**src/rtl/mtg_front.sv**
```systemverilog
// Front end of the MT19937 generator: accepts request items, drops those
// with the request bit low, and counts pending draws in a short queue.
// Depends on mtg_pkg only by convention; no package items are needed here.
module mtg_front #(
  parameter int unsigned QueueDepth = 4
) (
  input  logic clk_i,
  input  logic rst_ni,
  input  logic in_valid_i,
  output logic in_stall_o,
  input  logic request_i,
  input  logic pop_i,
  output logic pending_o
);

  localparam int unsigned CntW = $clog2(QueueDepth + 1);

  logic [CntW-1:0] count_q, count_d;
  logic            full;
  logic            push;

  assign full       = (count_q == CntW'(QueueDepth));
  assign in_stall_o = full;
  // Every draw request is the same token, so the queue only holds a count.
  assign push       = in_valid_i && !full && request_i;
  assign pending_o  = (count_q != '0);

  always_comb begin
    count_d = count_q;
    case ({push, pop_i})
      2'b10:   count_d = count_q + 1'b1;
      2'b01:   count_d = count_q - 1'b1;
      default: count_d = count_q;
    endcase
  end

  always_ff @(posedge clk_i or negedge rst_ni) begin
    if (!rst_ni) begin
      count_q <= '0;
    end else begin
      count_q <= count_d;
    end
  end

endmodule

```
**config.mk**
```make
export PLATFORM = sky130hd
export DESIGN_NAME = mtg_front
export DESIGN_NICKNAME = d
export VERILOG_FILES = /design/src/rtl/mtg_front.sv
export SDC_FILE = /design/constraint.sdc
export NUM_CORES = 1
export LEC_CHECK = 0
export ABC_AREA = 1
export BUFFER_PORTS_ARGS = -buffer_cell sky130_fd_sc_hd__buf_2
export CORE_AREA = 2 2 39 41
export CTS_CLUSTER_SIZE = 12
export DETAILED_ROUTE_END_ITERATION = 10
export DIE_AREA = 0 0 41 43
export MAX_ROUTING_LAYER = met4
export RECOVER_POWER = 50
export SYNTH_ARGS = -nofsm -noshare
export SYNTH_HDL_FRONTEND = slang
export SYNTH_SLANG_ARGS = --single-unit
```
**constraint.sdc**
```tcl
create_clock -name clk_i -period 1.9 [get_ports clk_i]
set_clock_uncertainty 0.15 [all_clocks]
set_input_delay 0.095 -clock clk_i [delete_from_list [all_inputs] [get_ports clk_i]]
set_output_delay 0.095 -clock clk_i [all_outputs]
set_load 0.02 [all_outputs]
```
# --- After elaboration in Yosys (flattened, before gate mapping) ---
# Index checks and enable logic that the tools add are counted.
# Widths: inputs -> output; s select.
word_totals:
  inputBits: 5
  wordCells: 12
  register_bits: 3
  out_inout_bits: 2
op_classes:
  reduce_logical: 5
  eq_ne: 3
  addsub: 2
  mux: 1
op_table:
  columns: ["operator", "count"]
  rows:
  - ["$pmux 3 s2", 1]
  - ["$add 3x1->3 const B", 1]
  - ["$eq 3x3->1 const B", 1]
  - ["$reduce_bool 3->1", 1]
  - ["$sub 3x1->3 const B", 1]
  - ["$eq 2x1->1 const B", 1]
  - ["$eq 2x2->1 const B", 1]
  - ["$logic_and 1x1->1", 2]
  - ["$reduce_bool 2->1", 1]
  - ["$logic_not 1->1", 1]

# --- Longest topological paths before layout ---
logic_depth:
  depth_word: 6
  mapped_depth: 11
  depth_no_buf: 11

# --- Worst setup path before layout ---
# Ideal clock, no wire load.
synth_path:
  path_type: "register to register"
  from: "register count_q[0]"
  to: "register count_q[2]"
  t_arrival_ps: 1458
  setup_ps: 117
  period_less_slack_ps: 1725
  required_ps: 1633
  n_path_buf: 0
  setup_slack_ps: 175
  stages_incl_launch_ff: 11
  cell_sequence: "dfrtp_1 inv_1 nand3_1 nand3_1 ha_1 inv_2 fa_1 nand2_2 nand3_2 nand2_1 nand2_1"
synth_via:
  elab_chain_cells: 6
  word_cells_on_any_way: 10
  classes_between: "2 x add/sub; 3 x eq/ne; 1 x mux; 4 x reduce/logical"
synth_rtl:
  columns: ["element", "line", "source"]
  rows:
  - ["start: declaration", "18", "logic [CntW-1:0] count_q, count_d;"]
  - ["start signal: assignment", "41", "count_q <= count_d;"]
  - ["$eq 3x3->1", "22", "assign full = (count_q == CntW'(QueueDepth));"]
  - ["$logic_not 1->1", "25", "assign push = in_valid_i && !full && request_i;"]
  - ["$logic_and 1x1->1 (2 in series)", "25", null]
  - ["$eq 2x1->1 / $eq 2x2->1 (equally long branches)", "30", "case ({push, pop_i})"]
  - ["$pmux 3 s2 / $reduce_bool 2->1 (equally long branches)", null, null]
# Several ways; a longest one is shown, not always the timed one.
# A chain may end at the register's enable or synchronous reset.

# --- Worst setup path after layout ---
layout_path:
  from: "register count_q[1]"
  to: "register count_q[1]"
# Same word-level chain as after synthesis.

==> flow_summary_export.csv <==
group,metric,value,unit
yosys,yosys_warnings,0,
floorplan,die_area,1760,um^2
global_route,grt-ovfl-total,0,
routing,avgRoutedWirePerCell,6.88,um
layout,largest_register_ffs,3,
clock_network,htree_levels,1,
yosys,ys_seq_elements,3,
timing,setup_viol,0,
power_and_ir_drop,power.density,1520,nW/um^2
clock_network,clock-sinks,3,
yosys,synthCells,24,
timing,tns,0,ns
global_route,grt_antenna_before_repair,0,
floorplan,dieHeight,43,um
timing,setup_ws,0.140,ns
yosys,ys_types,12,
place,gp_congestion,0.653,
timing,relSlewSlack,89.6,%
yosys,synthArstFlopShare,100,%
worst_setup_path,crit_path_end_kind,"flip-flop",
clock_network,cts_tree,"built",
yosys,synth-main-ff-cell,"dfrtp_1",
floorplan,core-area,1380,um^2
yosys,yosysMostFrequentCell,"inv_1",
power_and_ir_drop,sw_frac_of_total,39.5,%
timing,tightest_slew,0.154,ns
power_and_ir_drop,clkPwrFrac,24.3,%
global_route,grt_max_degree,5,
yosys,synth.area.top_cells,"dfrtp_1 (38%), fa_1 (10%), inv_1 (9.4%)",
run,max-cap-violations,0,
timing,hold_violations,0,
place,place_area,258,um^2
timing,slew_violations,0,
yosys,synth_fp_nets,31,
layout,antennaDiodeCount,0,
worst_setup_path,crit_arrival,1.71,ns
place,post-dp-hpwl,293,um
worst_setup_path,crit_fanout,3,
place,dp.cells,47,
yosys,synth_common_cells,"inv_1 (5), nand2_1 (4), dfrtp_1 (3), nand3_1 (3), inv_2 (2)",
routing,vias,184,
clock_network,worstSkewPairLatency,0.23,ns
worst_setup_path,r2r-end,"count_q[1]$_DFFE_PN0P_",
yosys,synth_top_area_cell,"dfrtp_1",
layout,top_register,"count_q",
worst_setup_path,rrSetupSlack,0.14,ns
worst_setup_path,startpoint_type,"flip-flop",
floorplan,fp.dieW,41,um
worst_setup_path,worstRegToRegCells,7,
routing,wl,358,um
layout,fill_cells,158,
layout,reg_top3,"count_q (3)",
global_route,grt_pass1_vias,181,
status,outcome,"completed",
power_and_ir_drop,cellLeakagePower,0.156,nW
yosys,synth-seq-area-share,37.5,%
routing,ant_nets,0,
timing,holdWs,0.0497,ns
timing,fin_crit,1.76,ns
clock_network,cts_buffers,3,
floorplan,io_pins,7,
floorplan,rows,14,
power_and_ir_drop,total_power,454,uW
power_and_ir_drop,internal_power,275,uW
timing,rsz0062_at_grt,"false",
global_route,track_usage,6.29,%
routing,drtIter0Drc,0,
layout,final_cells,52,
clock_network,clk_pin_slew,0.04,ns
floorplan,start_util,14.5,%
routing,drc,0,
power_and_ir_drop,power.switching,179,uW
clock_network,cts_root_buf,"clkbuf_4",
min_path,holdCritPathClass,"primary input to asynchronous set/reset pin",
layout,finalNetCount,44,
layout,fin_util,21.5,%
yosys,syn_area,200,um^2
timing,timing.final.crit_share,92.6,%
timing,timing.fmax,0.568,GHz
yosys,synth_top_area_share,37.5,%
yosys,syn_avg_cell_area,8.34,um^2
clock_network,clockBufferDepth,2,
power_and_ir_drop,p_comb_share,49.8,%
routing,firstDrtPassIters,1,
worst_setup_path,worstSetupPathType,"flip-flop to flip-flop",
layout,layout-drive-gt1-share,44.4,%
yosys,synth_edf_count,0,
worst_setup_path,worstPathRequired,1.85,ns
place,io_buffer_count,6,
place,dp_slack,0.0736,ns
global_route,grt_pass1_wl,627,um
routing,viasPerCell,3.54,
layout,fin_area,298,um^2
layout,area_growth,48.8,%
worst_setup_path,r2r-start,"count_q[1]$_DFFE_PN0P_",
power_and_ir_drop,vdd_drop_max,0.333,mV
power_and_ir_drop,seq_power_share,25.9,%
## worst max-delay path, cell delays in order (launching register included)
cell and delay (ns):
dfrtp_1 0.37, inv_2 0.08, nand3_1 0.10, nand3_1 0.09
ha_2 0.18, inv_2 0.05, fa_2 0.52, o21ai_0 0.09
## cells by family after synthesis
group | share of synthesized area, %
buffers and inverters | 13.1
and+or+nand+nor | 26.2
xor gates and xnor gates | 4.38
AOI/OAI and AO/OA | 2.50
DFF | 37.5
adders and majority gates | 16.2
## cell type report
type / count / area, um^2 / share of cell area, %
clock buffer: 4 / 26.3 / 8.82
inverter: 7 / 26.3 / 8.82
multi-input combinational: 14 / 104 / 34.9
sequential: 3 / 75.1 / 25.2
tap: 16 / 20.0 / 6.72
timing repair buffer: 8 / 46.3 / 15.5
## power groups by stage
stage	combinational [mW]	sequential, mW	clock (mW)
4_1_cts	0.224	0.116	0.119
5_1_grt	0.258	0.121	0.119
2_1_floorplan	0.156	0.115	0
6_report	0.226	0.118	0.110
3_3_place_gp	0.218	0.117	0
3_5_place_dp	0.221	0.117	0
## worst max path at each step
stage | start | end | slack [ns] | cells past startpoint
after floorplan | count_q[0]$_DFFE_PN0P_ | count_q[2]$_DFFE_PN0P_ | 0.18 | 10
after global placement | count_q[1]$_DFFE_PN0P_ | count_q[2]$_DFFE_PN0P_ | 0.07 | 10
after detailed placement | count_q[1]$_DFFE_PN0P_ | count_q[2]$_DFFE_PN0P_ | 0.07 | 10
after CTS | count_q[1]$_DFFE_PN0P_ | count_q[2]$_DFFE_PN0P_ | 0.07 | 10
after global routing | count_q[1]$_DFFE_PN0P_ | count_q[2]$_DFFE_PN0P_ | 0.01 | 10
final | count_q[1]$_DFFE_PN0P_ | count_q[1]$_DFFE_PN0P_ | 0.14 | 7
## what timing repair did
action                                  in CTS  in global routing
hold buffers                                 1                  0
setup buffers                                0                  0
endpoints found under the hold margin        3                  0
endpoints found under the setup margin       0                  1
gates resized for setup                      0                  3
## layout by cell type (no fill, tap or decap)
master	n
buf_2	5
buf_4	1
clkbuf_1	2
clkbuf_4	3
dfrtp_1	3
dlygate4sd3_1	1
fa_2	1
ha_2	1
inv_1	4
inv_2	3
nand2_1	4
nand2_2	1
nand3_1	3
nand3_2	1
nand4_1	1
o21ai_0	1
xnor2_1	1
## layer usage
metal	global-route usage (%)	part of all wire [%]
met5	-	0
met4	10.0	0
met3	3.14	2.2
met2	8.44	59
met1	4.21	38
(Power assumes the default switching activity.)
